===== config.mk =====
export PLATFORM = sky130hd
export DESIGN_NAME = normalized_keyword_blocker_unit
export DESIGN_NICKNAME = d
export VERILOG_FILES = /design/src/hdl/nkb_pkg.sv /design/src/hdl/nkb_cell.sv /design/src/hdl/normalized_keyword_blocker_unit.sv
export SDC_FILE = /design/constraint.sdc
export NUM_CORES = 1
export LEC_CHECK = 0
export ABC_CLOCK_PERIOD_IN_PS = 4000
export BUFFER_PORTS_ARGS = -buffer_cell sky130_fd_sc_hd__clkbuf_2
export CELL_PAD_IN_SITES_DETAIL_PLACEMENT = 1
export CELL_PAD_IN_SITES_GLOBAL_PLACEMENT = 1
export CORE_MARGIN = 2
export CORE_UTILIZATION = 50
export DETAILED_ROUTE_END_ITERATION = 8
export HOLD_SLACK_MARGIN = 0.02
export PLACE_DENSITY_LB_ADDON = 0.1
export SYNTH_ARGS = -nofsm -noshare
export SYNTH_HDL_FRONTEND = slang
export SYNTH_HIERARCHICAL = 1
export SYNTH_SLANG_ARGS = --single-unit

===== constraint.sdc =====
create_clock -name clk_i -period 4 [get_ports clk_i]
set_clock_uncertainty 0.2 [all_clocks]
set_input_delay 0.4 -clock clk_i [delete_from_list [all_inputs] [get_ports clk_i]]
set_output_delay 0.4 -clock clk_i [all_outputs]
set_load 0.02 [all_outputs]

===== src/hdl/nkb_pkg.sv =====
// ----------------------------------------------------------------------------
// nkb_pkg - shared types and constants of the keyword blocker
// Keyword table, window geometry and per-position compare constants.
// ----------------------------------------------------------------------------
package nkb_pkg;

  localparam int unsigned WINDOW_CHARS = 7;
  localparam int unsigned HIST_DEPTH   = WINDOW_CHARS - 1;
  localparam int unsigned KW_COUNT     = 6;
  localparam int unsigned CHAR_W       = 8;

  localparam logic [CHAR_W-1:0] CHAR_NUL   = 8'h00;
  localparam logic [CHAR_W-1:0] CHAR_TAB   = 8'h09;
  localparam logic [CHAR_W-1:0] CHAR_SPACE = 8'h20;
  localparam logic [CHAR_W-1:0] CHAR_UP_A  = 8'h41;
  localparam logic [CHAR_W-1:0] CHAR_UP_Z  = 8'h5A;
  localparam logic [CHAR_W-1:0] CASE_FOLD  = 8'h20;
  localparam logic [CHAR_W-1:0] LIMIT_RST  = 8'hFF;

  typedef logic [CHAR_W-1:0]                char_t;
  typedef logic [KW_COUNT-1:0][CHAR_W-1:0]  kw_bytes_t;
  typedef logic [KW_COUNT-1:0]              kw_mask_t;

  // Keywords, right-justified: the last letter sits in the low byte, so a
  // window position maps to the same byte lane for every keyword.
  localparam logic [WINDOW_CHARS*CHAR_W-1:0] KW_TEXT [KW_COUNT] = '{
    "delete", "remove", "kill", "destroy", "format", "rm -rf"
  };
  localparam int unsigned KW_LEN [KW_COUNT] = '{6, 6, 4, 7, 6, 6};

  // Expected byte of each keyword at a window position (0 = oldest)
  function automatic kw_bytes_t win_expect(input int unsigned pos);
    kw_bytes_t r;
    for (int unsigned k = 0; k < KW_COUNT; k++) begin
      r[k] = KW_TEXT[k][(WINDOW_CHARS-1-pos)*CHAR_W +: CHAR_W];
    end
    return r;
  endfunction

  // Which keywords reach back as far as a window position
  function automatic kw_mask_t win_care(input int unsigned pos);
    kw_mask_t r;
    for (int unsigned k = 0; k < KW_COUNT; k++) begin
      r[k] = (pos >= WINDOW_CHARS - KW_LEN[k]);
    end
    return r;
  endfunction

endpackage


===== src/hdl/nkb_cell.sv =====
// ----------------------------------------------------------------------------
// nkb_cell - one history cell of the keyword window
// Holds one kept character, shifts it on to its neighbor, and compares it
// against the keyword letters expected at its window position.
// ----------------------------------------------------------------------------
module nkb_cell (
  input  logic               clk_i,
  input  logic               rst_ni,
  input  logic               clear_i,
  input  logic               shift_i,
  input  nkb_pkg::char_t     char_i,
  input  nkb_pkg::kw_bytes_t expect_i,
  input  nkb_pkg::kw_mask_t  care_i,
  output nkb_pkg::char_t     char_o,
  output nkb_pkg::kw_mask_t  hit_o
);
  import nkb_pkg::*;

  char_t char_q, char_d;

  // clear wins over shift: a query end wipes the window
  always_comb begin
    char_d = char_q;
    if (clear_i) begin
      char_d = CHAR_NUL;
    end else if (shift_i) begin
      char_d = char_i;
    end
  end

  always_ff @(posedge clk_i or negedge rst_ni) begin
    if (!rst_ni) begin
      char_q <= CHAR_NUL;
    end else begin
      char_q <= char_d;
    end
  end

  // per keyword: matches here, or keyword too short to reach this cell
  always_comb begin
    for (int unsigned k = 0; k < KW_COUNT; k++) begin
      hit_o[k] = !care_i[k] || (char_q == expect_i[k]);
    end
  end

  assign char_o = char_q;

endmodule


===== src/hdl/normalized_keyword_blocker_unit.sv =====
// ----------------------------------------------------------------------------
// normalized_keyword_blocker_unit - keyword filter over a normalized query
// Folds case, collapses blanks, caps the kept length and matches the last
// seven kept characters against a fixed keyword list.
//
//   channel  | signals                                   | direction
//   ---------+-------------------------------------------+----------
//   in       | in_valid_i/in_ready_o, char_code_i,       | request in
//            | has_char_i, last_i                        |
//   out      | out_valid_o/out_ready_i, blocked_o        | result out
//   cfg      | cfg_we_i, cfg_wdata_i (output_limit)      | write only
//
// One request per cycle while in_ready_o is high. The window compare and state
// update happen in the accepting cycle; a last request shows its result on the
// next cycle. Reset sets output_limit to 255 and clears the window and query
// state. in_ready_o drops only while a result is held with out_ready_i low.
// ----------------------------------------------------------------------------
module normalized_keyword_blocker_unit (
  input  logic           clk_i,
  input  logic           rst_ni,
  input  logic           cfg_we_i,
  input  nkb_pkg::char_t cfg_wdata_i,
  input  logic           in_valid_i,
  output logic           in_ready_o,
  input  nkb_pkg::char_t char_code_i,
  input  logic           has_char_i,
  input  logic           last_i,
  output logic           out_valid_o,
  input  logic           out_ready_i,
  output logic           blocked_o
);
  import nkb_pkg::*;

  char_t     limit_q;
  char_t     count_q, count_d;
  logic      blank_q, blank_d;
  logic      seen_q, seen_d;
  logic      ended_q, ended_d;
  logic      out_valid_q, out_valid_d;
  logic      blocked_q, blocked_d;

  logic      accept;
  logic      live;
  logic      is_blank;
  logic      keep;
  logic      query_end;
  char_t     folded;
  char_t     keep_char;
  char_t     cell_out [HIST_DEPTH];
  kw_mask_t  cell_hit [HIST_DEPTH];
  kw_mask_t  new_hit;
  kw_mask_t  kw_match;
  kw_bytes_t new_expect;

  assign in_ready_o = !out_valid_q || out_ready_i;
  assign accept     = in_valid_i && in_ready_o;
  assign query_end  = accept && last_i;

  // configuration register
  always_ff @(posedge clk_i or negedge rst_ni) begin
    if (!rst_ni) begin
      limit_q <= LIMIT_RST;
    end else if (cfg_we_i) begin
      limit_q <= cfg_wdata_i;
    end
  end

  // normalize: fold upper case, map tab/space to one space
  assign folded   = ((char_code_i >= CHAR_UP_A) && (char_code_i <= CHAR_UP_Z))
                    ? (char_code_i | CASE_FOLD) : char_code_i;
  assign is_blank = (char_code_i == CHAR_SPACE) || (char_code_i == CHAR_TAB);
  assign live     = accept && has_char_i && !ended_q && (char_code_i != CHAR_NUL)
                    && (count_q < limit_q);
  assign keep     = live && (!is_blank || (!blank_q && (count_q != '0)));
  assign keep_char = is_blank ? CHAR_SPACE : folded;

  // history chain, oldest character in cell 0
  for (genvar p = 0; p < HIST_DEPTH; p++) begin : g_cell
    char_t cell_in;
    if (p == HIST_DEPTH - 1) begin : g_head
      assign cell_in = keep_char;
    end else begin : g_body
      assign cell_in = cell_out[p+1];
    end
    nkb_cell u_cell (
      .clk_i    (clk_i),
      .rst_ni   (rst_ni),
      .clear_i  (query_end),
      .shift_i  (keep),
      .char_i   (cell_in),
      .expect_i (win_expect(p)),
      .care_i   (win_care(p)),
      .char_o   (cell_out[p]),
      .hit_o    (cell_hit[p])
    );
  end

  // newest window position is the character being kept now
  assign new_expect = win_expect(WINDOW_CHARS - 1);
  always_comb begin
    for (int unsigned k = 0; k < KW_COUNT; k++) begin
      new_hit[k] = (keep_char == new_expect[k]);
    end
  end

  always_comb begin
    kw_match = new_hit;
    for (int unsigned p = 0; p < HIST_DEPTH; p++) begin
      kw_match = kw_match & cell_hit[p];
    end
  end

  // query state
  always_comb begin
    count_d = count_q;
    blank_d = blank_q;
    seen_d  = seen_q || (keep && (kw_match != '0));
    ended_d = ended_q;
    if (accept && has_char_i && !ended_q && (char_code_i == CHAR_NUL)) begin
      ended_d = 1'b1;
    end
    if (live) begin
      blank_d = is_blank;
    end
    if (keep) begin
      count_d = count_q + 8'd1;
    end
    blocked_d = seen_d;
    if (query_end) begin
      count_d = '0;
      blank_d = 1'b0;
      seen_d  = 1'b0;
      ended_d = 1'b0;
    end
  end

  // result register
  always_comb begin
    out_valid_d = out_valid_q && !out_ready_i;
    if (query_end) begin
      out_valid_d = 1'b1;
    end
  end

  always_ff @(posedge clk_i or negedge rst_ni) begin
    if (!rst_ni) begin
      count_q     <= '0;
      blank_q     <= 1'b0;
      seen_q      <= 1'b0;
      ended_q     <= 1'b0;
      out_valid_q <= 1'b0;
    end else begin
      count_q     <= count_d;
      blank_q     <= blank_d;
      seen_q      <= seen_d;
      ended_q     <= ended_d;
      out_valid_q <= out_valid_d;
    end
  end

  always_ff @(posedge clk_i) begin
    if (query_end) begin
      blocked_q <= blocked_d;
    end
  end

  assign out_valid_o = out_valid_q;
  assign blocked_o   = blocked_q;

endmodule


==> flow_summary.ini, run 1 <==
[synthesis]
netlist_instances = 781
ys_ff_latch = 69
ys.flop_type = dfrtp_1
netlist_area_sq_um = 7134
yosysUniqueCellTypes = 50
synth_edf_count = 1
async_flop_share_pct = 98.55
syn-mean-instance-area_sq_um = 9.135
ys.warnings.count = 6
yosysSeqAreaShare_pct = 24.41

[power_and_ir_drop]
p_leak_uw = 0.003392
ir_drop_mv = 0.1865
p_per_area_nw_per_um2 = 284.8
finalPower_uw = 2404

[global_routing]
grt_antenna_before_repair = 0
grt_pass1_vias = 6194
grt_pass1_wl_mm = 30.13
grt_max_degree = 69
grt-ovfl-total = 0
grtUsageTotal_pct = 25.62

[routing]
drt_iter0_markers = 232
vias = 5894
vias_per_cell = 4.689
firstDrtPassIters = 6
drt-total-wl_mm = 18.08
ant_nets = 0
wire_per_inst_um = 14.38
drc = 0

[min_path]
worstHoldPathType = in -> reg
hp-start = cfg_wdata_i[6]

[clock_tree]
cts_resized = 0
cts_hold_buf = 1
cts_num_sinks = 69
clockBufferDepth = 2
cts_tree = built
cts_setup_buffers = 0
cts.clk_slew.worst_paths_ns = 0.06
cts_root_buf = clkbuf_16
htreeDepth = 3
numCtsBuffers = 9
worstSkewPairLatency_ns = 0.35

[run_status]
status = completed

[floorplan]
initial_utilization_pct = 51.20
die_w_um = 123.5
std_cell_rows = 43
dieHeight_um = 123.5
coreArea_sq_um = 13930
die-area_sq_um = 15240
pin_count = 26

[setup_path]
crit_type = reg -> reg
required_ns = 4.02
crit_slowest_cell = dfstp_2
startpoint = limit_q[7]
critPathCapture = g_cell[4].u_cell/char_o[0]
worst_setup_path_start_kind = register
cp_top_family = simple AND/OR/NAND/NOR gates
cp.arrival_ns = 3.12
worstPathCellList = inv_1, ha_1, and4_1, o2bb2ai_1, a311o_1, nor3_2, buf_12, mux2i_1, nor2_1
r2r-start = limit_q[7]
slowest_delay_ns = 0.52
cp.depth = 9
r2r_slack_ns = 0.91
endpoint_kind = register
reg2reg_to = g_cell[4].u_cell/char_o[0]
cp_num_buf_inv = 2
reg2reg_depth = 9
worstPathMaxFanout = 48

[timing]
slew_viol_final = 0
max_freq_ghz = 0.3232
fin_crit_ns = 3.094
fin_tns_setup_ns = 0
rsz0062_at_grt = false
setup_ws_ns = 0.9056
finalSetupViolCount = 0
slew_headroom_pct = 37.70
worst_slew_pin_slew_ns = 0.9345
hold_viol_final = 0
finalCritPeriodShare_pct = 77.36

[placed_design]
dp_slack_ns = 0.9813
dp_cells = 1240
post_dp_cell_area_sq_um = 8115
port_buffers = 25
routabilityCongestion = 0.7428
hpwlAfterDp_mm = 13.12

[final_layout]
area_delta_synth_final_pct = 18.31
final_design_area_no_fill_sq_um = 8441
fin_cells = 1257
drive_above_1_share_pct = 5.664
layout_commonest_cell = conb_1
final_cell_mix = conb_1, xnor2_1, nand4_1, dfrtp_1, mux2i_1
fillers = 1829
fin_nets = 1104
n_antenna_cell = 0

[job]
maxCapViolCount = 0
[cell type report]
type                            instances  area [sq um]  share of cell area (%)
Multi-Input combinational cell        951          5928                   70.23
Sequential cell                        69          1742                   20.63
Clock buffer                            9         225.2                   2.668
Tap cell                              180         225.2                   2.668
Timing Repair Buffer                   29         185.2                   2.194
Clock inverter                          7         90.09                   1.067
Inverter                               12         45.04                  0.5336
[power breakdown]
part	switching [uW]	total (uW)	internal (uW)
logic	322	641	318
registers	135	885	750
clock network	336	878	542
[sequential cells by signal (all words and copies together) (netlist names)]
signal,cells
g_cell.u_cell/char_o,48
out_valid_o,1
blank_q,1
seen_q,1
blocked_o,1
ended_q,1
limit_q,8
count_q,8
[synth_stat cells, drive strengths merged, types with 2 or more instances]
master  instances  share of area [%]
and4            2               0.25
and3            2               0.18
nand4b          2               0.25
nand3           8               0.56
ha              9                1.6
dfstp           8                2.9
nor3            8               0.63
dfrtp          60                 21
or4             3               0.39
o21ai          45                3.2
nand2b          8               0.70
a211oi          2               0.21
a21boi          3               0.32
mux2i          55                7.7
nand2          21                1.1
or3             3               0.40
xnor2         288                 35
nor4b           2               0.25
o22ai           2               0.18
clkbuf         10               0.53
conb            2               0.11
inv            12               0.63
buf            60                8.2
nand4          81                7.1
a21oi          10               0.70
nor2           52                2.7
nor4            7               0.61
[metrics by stage]
step / hold WS, ns / utilization (%)
finish: 0.04838 / 60.57
detailed placement: 0.2972 / 58.24
CTS: 0.03787 / 60.57
global placement: 0.2947 / 58.24
floorplan: -0.09559 / -
global route: 0.07666 / 60.57
[worst min path at each step]
stage / end / cells past startpoint
final: limit_q[6] / 3
after global routing: limit_q[5] / 3
after CTS: limit_q[6] / 3
after detailed placement: limit_q[2] / 2
after global placement: limit_q[2] / 2
after floorplan: blank_q / 0
[worst min-delay path, stage by stage]
cell and delay (ns):
clkbuf_2 0.08, nand2_1 0.04, o21ai_0 0.07
[cells by family after synthesis]
kind of cell | Yosys count | share of synthesized area (%)
DFF | 69 | 24.41
and+or+nand+nor | 204 | 15.66
AOI/OAI and AO/OA | 70 | 5.507
buffers and inverters | 83 | 9.505
muxes | 56 | 7.874
adders and majority gates | 9 | 1.578
xor gates and xnor gates | 288 | 35.36
other | 2 | 0.1053
[layer usage]
metal / vias up / share of wire [%] / track usage (%)
met5: - / 0 / 0
met3: 25 / 2.0 / 3.875
li1: 2910 / - / -
met2: 49 / 51 / 46.60
met4: 0 / 1.3 / 5.398
met1: 2910 / 45 / 31.92
Note: power is estimated with default switching activity, not from simulation.
==> run 2, diff against run 1 <==
- ABC_CLOCK_PERIOD_IN_PS: 4000 -> 2800
- CORE_UTILIZATION: 50 -> 45
- clock period: 4 -> 2.8 ns (I/O delays scaled with it)
==> run 2 against run 1 <==
Against the previous run: clock power is 45% higher; routed wire length is 2.6% higher; combinational power up 54%; core utilization fell by 4.2 points; setup slack got worse by 0.87 ns; total power is 46% higher; sequential power is 41% higher; critical endpoint is now g_cell[4].u_cell/char_o[7].
==> flow_summary.ini, run 2 (synthesized netlist as in run 1, its figures left out) <==
[global_routing]
grt_util_met3_pct = 3.157
grt_antenna_before_repair = 0
grtUsageTotal_pct = 21.88
grt_util_met1_pct = 28.75
grt_max_degree = 69
top_usage_layer = met2
grt-ovfl-total = 0
grt_pass1_wl_mm = 28.97
grt_pass1_vias = 5826
grt_util_met2_pct = 37.94

[setup_path]
r2r-start = limit_q[5]
worstPathMaxFanout = 4
r2r_slack_ns = 0.04
reg2reg_to = g_cell[4].u_cell/char_o[7]
required_ns = 2.83
endpoint_kind = register
startpoint = limit_q[5]
reg2reg_depth = 10
worst_setup_path_start_kind = register
cp.arrival_ns = 2.79
crit_type = reg -> reg

[placed_design]
dp_slack_ns = 0.03911
routabilityCongestion = 0.7598
port_buffers = 25
hpwlAfterDp_mm = 12.65

[clock_tree]
cts_tree = built
cts_root_buf = clkbuf_16
clockBufferDepth = 2
worstSkewPairLatency_ns = 0.35
htreeDepth = 3
numCtsBuffers = 9
cts.clk_slew.worst_paths_ns = 0.06
cts_num_sinks = 69

[timing]
setup_ws_ns = 0.03935
slew_headroom_pct = 37.73
fin_crit_ns = 2.761
slew_viol_final = 0
worst_slew_pin_slew_ns = 0.9341
finalSetupViolCount = 0
max_freq_ghz = 0.3622
hold_viol_final = 0
finalCritPeriodShare_pct = 98.59
whs_ns = 0.03274
fin_tns_setup_ns = 0
rsz0062_at_grt = true

[power_and_ir_drop]
clockPowerShare_pct = 36.3
internal_power_uw = 2333
p_leak_uw = 0.003563
p_comb_share_pct = 28.0
p_per_area_nw_per_um2 = 396.3
finalPower_uw = 3508
ir_drop_mv = 0.3341
power_switching_uw = 1175
seq_power_share_pct = 35.7
p_sw_share_pct = 33.49

[floorplan]
die_w_um = 129.9
dieHeight_um = 129.9
coreArea_sq_um = 15710
std_cell_rows = 46
pin_count = 26
die-area_sq_um = 16880
initial_utilization_pct = 45.41

[routing]
firstDrtPassIters = 4
drt_iter0_markers = 175
drc = 0
ant_nets = 0
vias = 5903
wire_per_inst_um = 14.02
vias_per_cell = 4.462
drt-total-wl_mm = 18.55

[min_path]
worstHoldPathType = in -> reg
hold_path_depth = 3
hp-start = has_char_i
min_to = ended_q

[final_layout]
drive_above_1_share_pct = 8.311
post-route-util_pct = 56.33
layout_commonest_cell = conb_1
area_delta_synth_final_pct = 24.06
final_cell_mix = conb_1, xnor2_1, nand4_1, dfrtp_1, mux2i_1
fin_nets = 1134
largest_register_ffs = 48
n_antenna_cell = 0

[job]
maxCapViolCount = 0

[run_status]
status = completed
==> run 2: changes by cell type in the layout (fill, tap and decap cells not counted), moves of 3 or more <==
cell and change:
inv_6 +4, buf_6 +5, dlygate4sd3_1 +8, buf_4 +15
clkinv_2 -3, clkbuf_16 +4
==> run 2: how the worst max path moves through the flow <==
| stage | endpoint | slack, ns |
|---|---|---|
| 2_1_floorplan | g_cell[0].u_cell/char_o[0] | 0.04 |
| 3_3_place_gp | g_cell[2].u_cell/char_o[6] | 0.13 |
| 6_report | g_cell[4].u_cell/char_o[7] | 0.04 |
| 3_5_place_dp | g_cell[1].u_cell/char_o[3] | 0.04 |
| 4_1_cts | g_cell[4].u_cell/char_o[7] | 0.002 |
| 5_1_grt | count_q[7] | -0.04 |
==> run 2: worst max-delay path: stages, from the launching register on <==
cell	delay, ns
dfstp_2	0.51
inv_1	0.06
ha_1	0.33
a21oi_1	0.23
o2bb2ai_2	0.09
a311o_1	0.33
nor3_4	0.27
buf_6	0.19
clkbuf_16	0.16
mux2i_1	0.19
nor2_1	0.07
==> run 2: through the flow <==
step | std cells | cell area [sq um]
6_report | 1323 | 8851
5_1_grt | 1323 | 8851
4_1_cts | 1314 | 8670
3_5_place_dp | 1289 | 8252
3_3_place_gp | 1289 | 8252
2_1_floorplan | 1103 | 8348
==> run 2: power groups by stage <==
stage | registers [uW] | logic [uW] | clock network, uW
final | 1250 | 984 | 1270
after global placement | 1270 | 882 | 0
after CTS | 1260 | 923 | 1300
after global routing | 1270 | 1100 | 1330
after floorplan | 1130 | 930 | 0
after detailed placement | 1270 | 903 | 0
==> run 2: routing by layer <==
metal	share of wire, %	wire, um
met2	51	9409
met3	2.0	380
met1	46	8503
met4	1.4	251
met5	0	0
==> run 2: timing repair <==
item	4_1_cts	5_1_grt
gates cloned	0	5
gates resized for setup	1	13
pin swaps	0	7
setup endpoints to repair	1	51
setup buffers	0	4
hold buffers	9	0
hold endpoints to repair	68	0
==> run 2: final cells by class <==
cell class,instances,area (sq um)
flip-flops and latches,69,1742
clock buffers,10,250.2
multi-input cells,951,5981
repair buffers,59,489.2
fillers,1996,6862
clock inverters,6,73.82
inverters,12,45.04
well taps,216,270.3
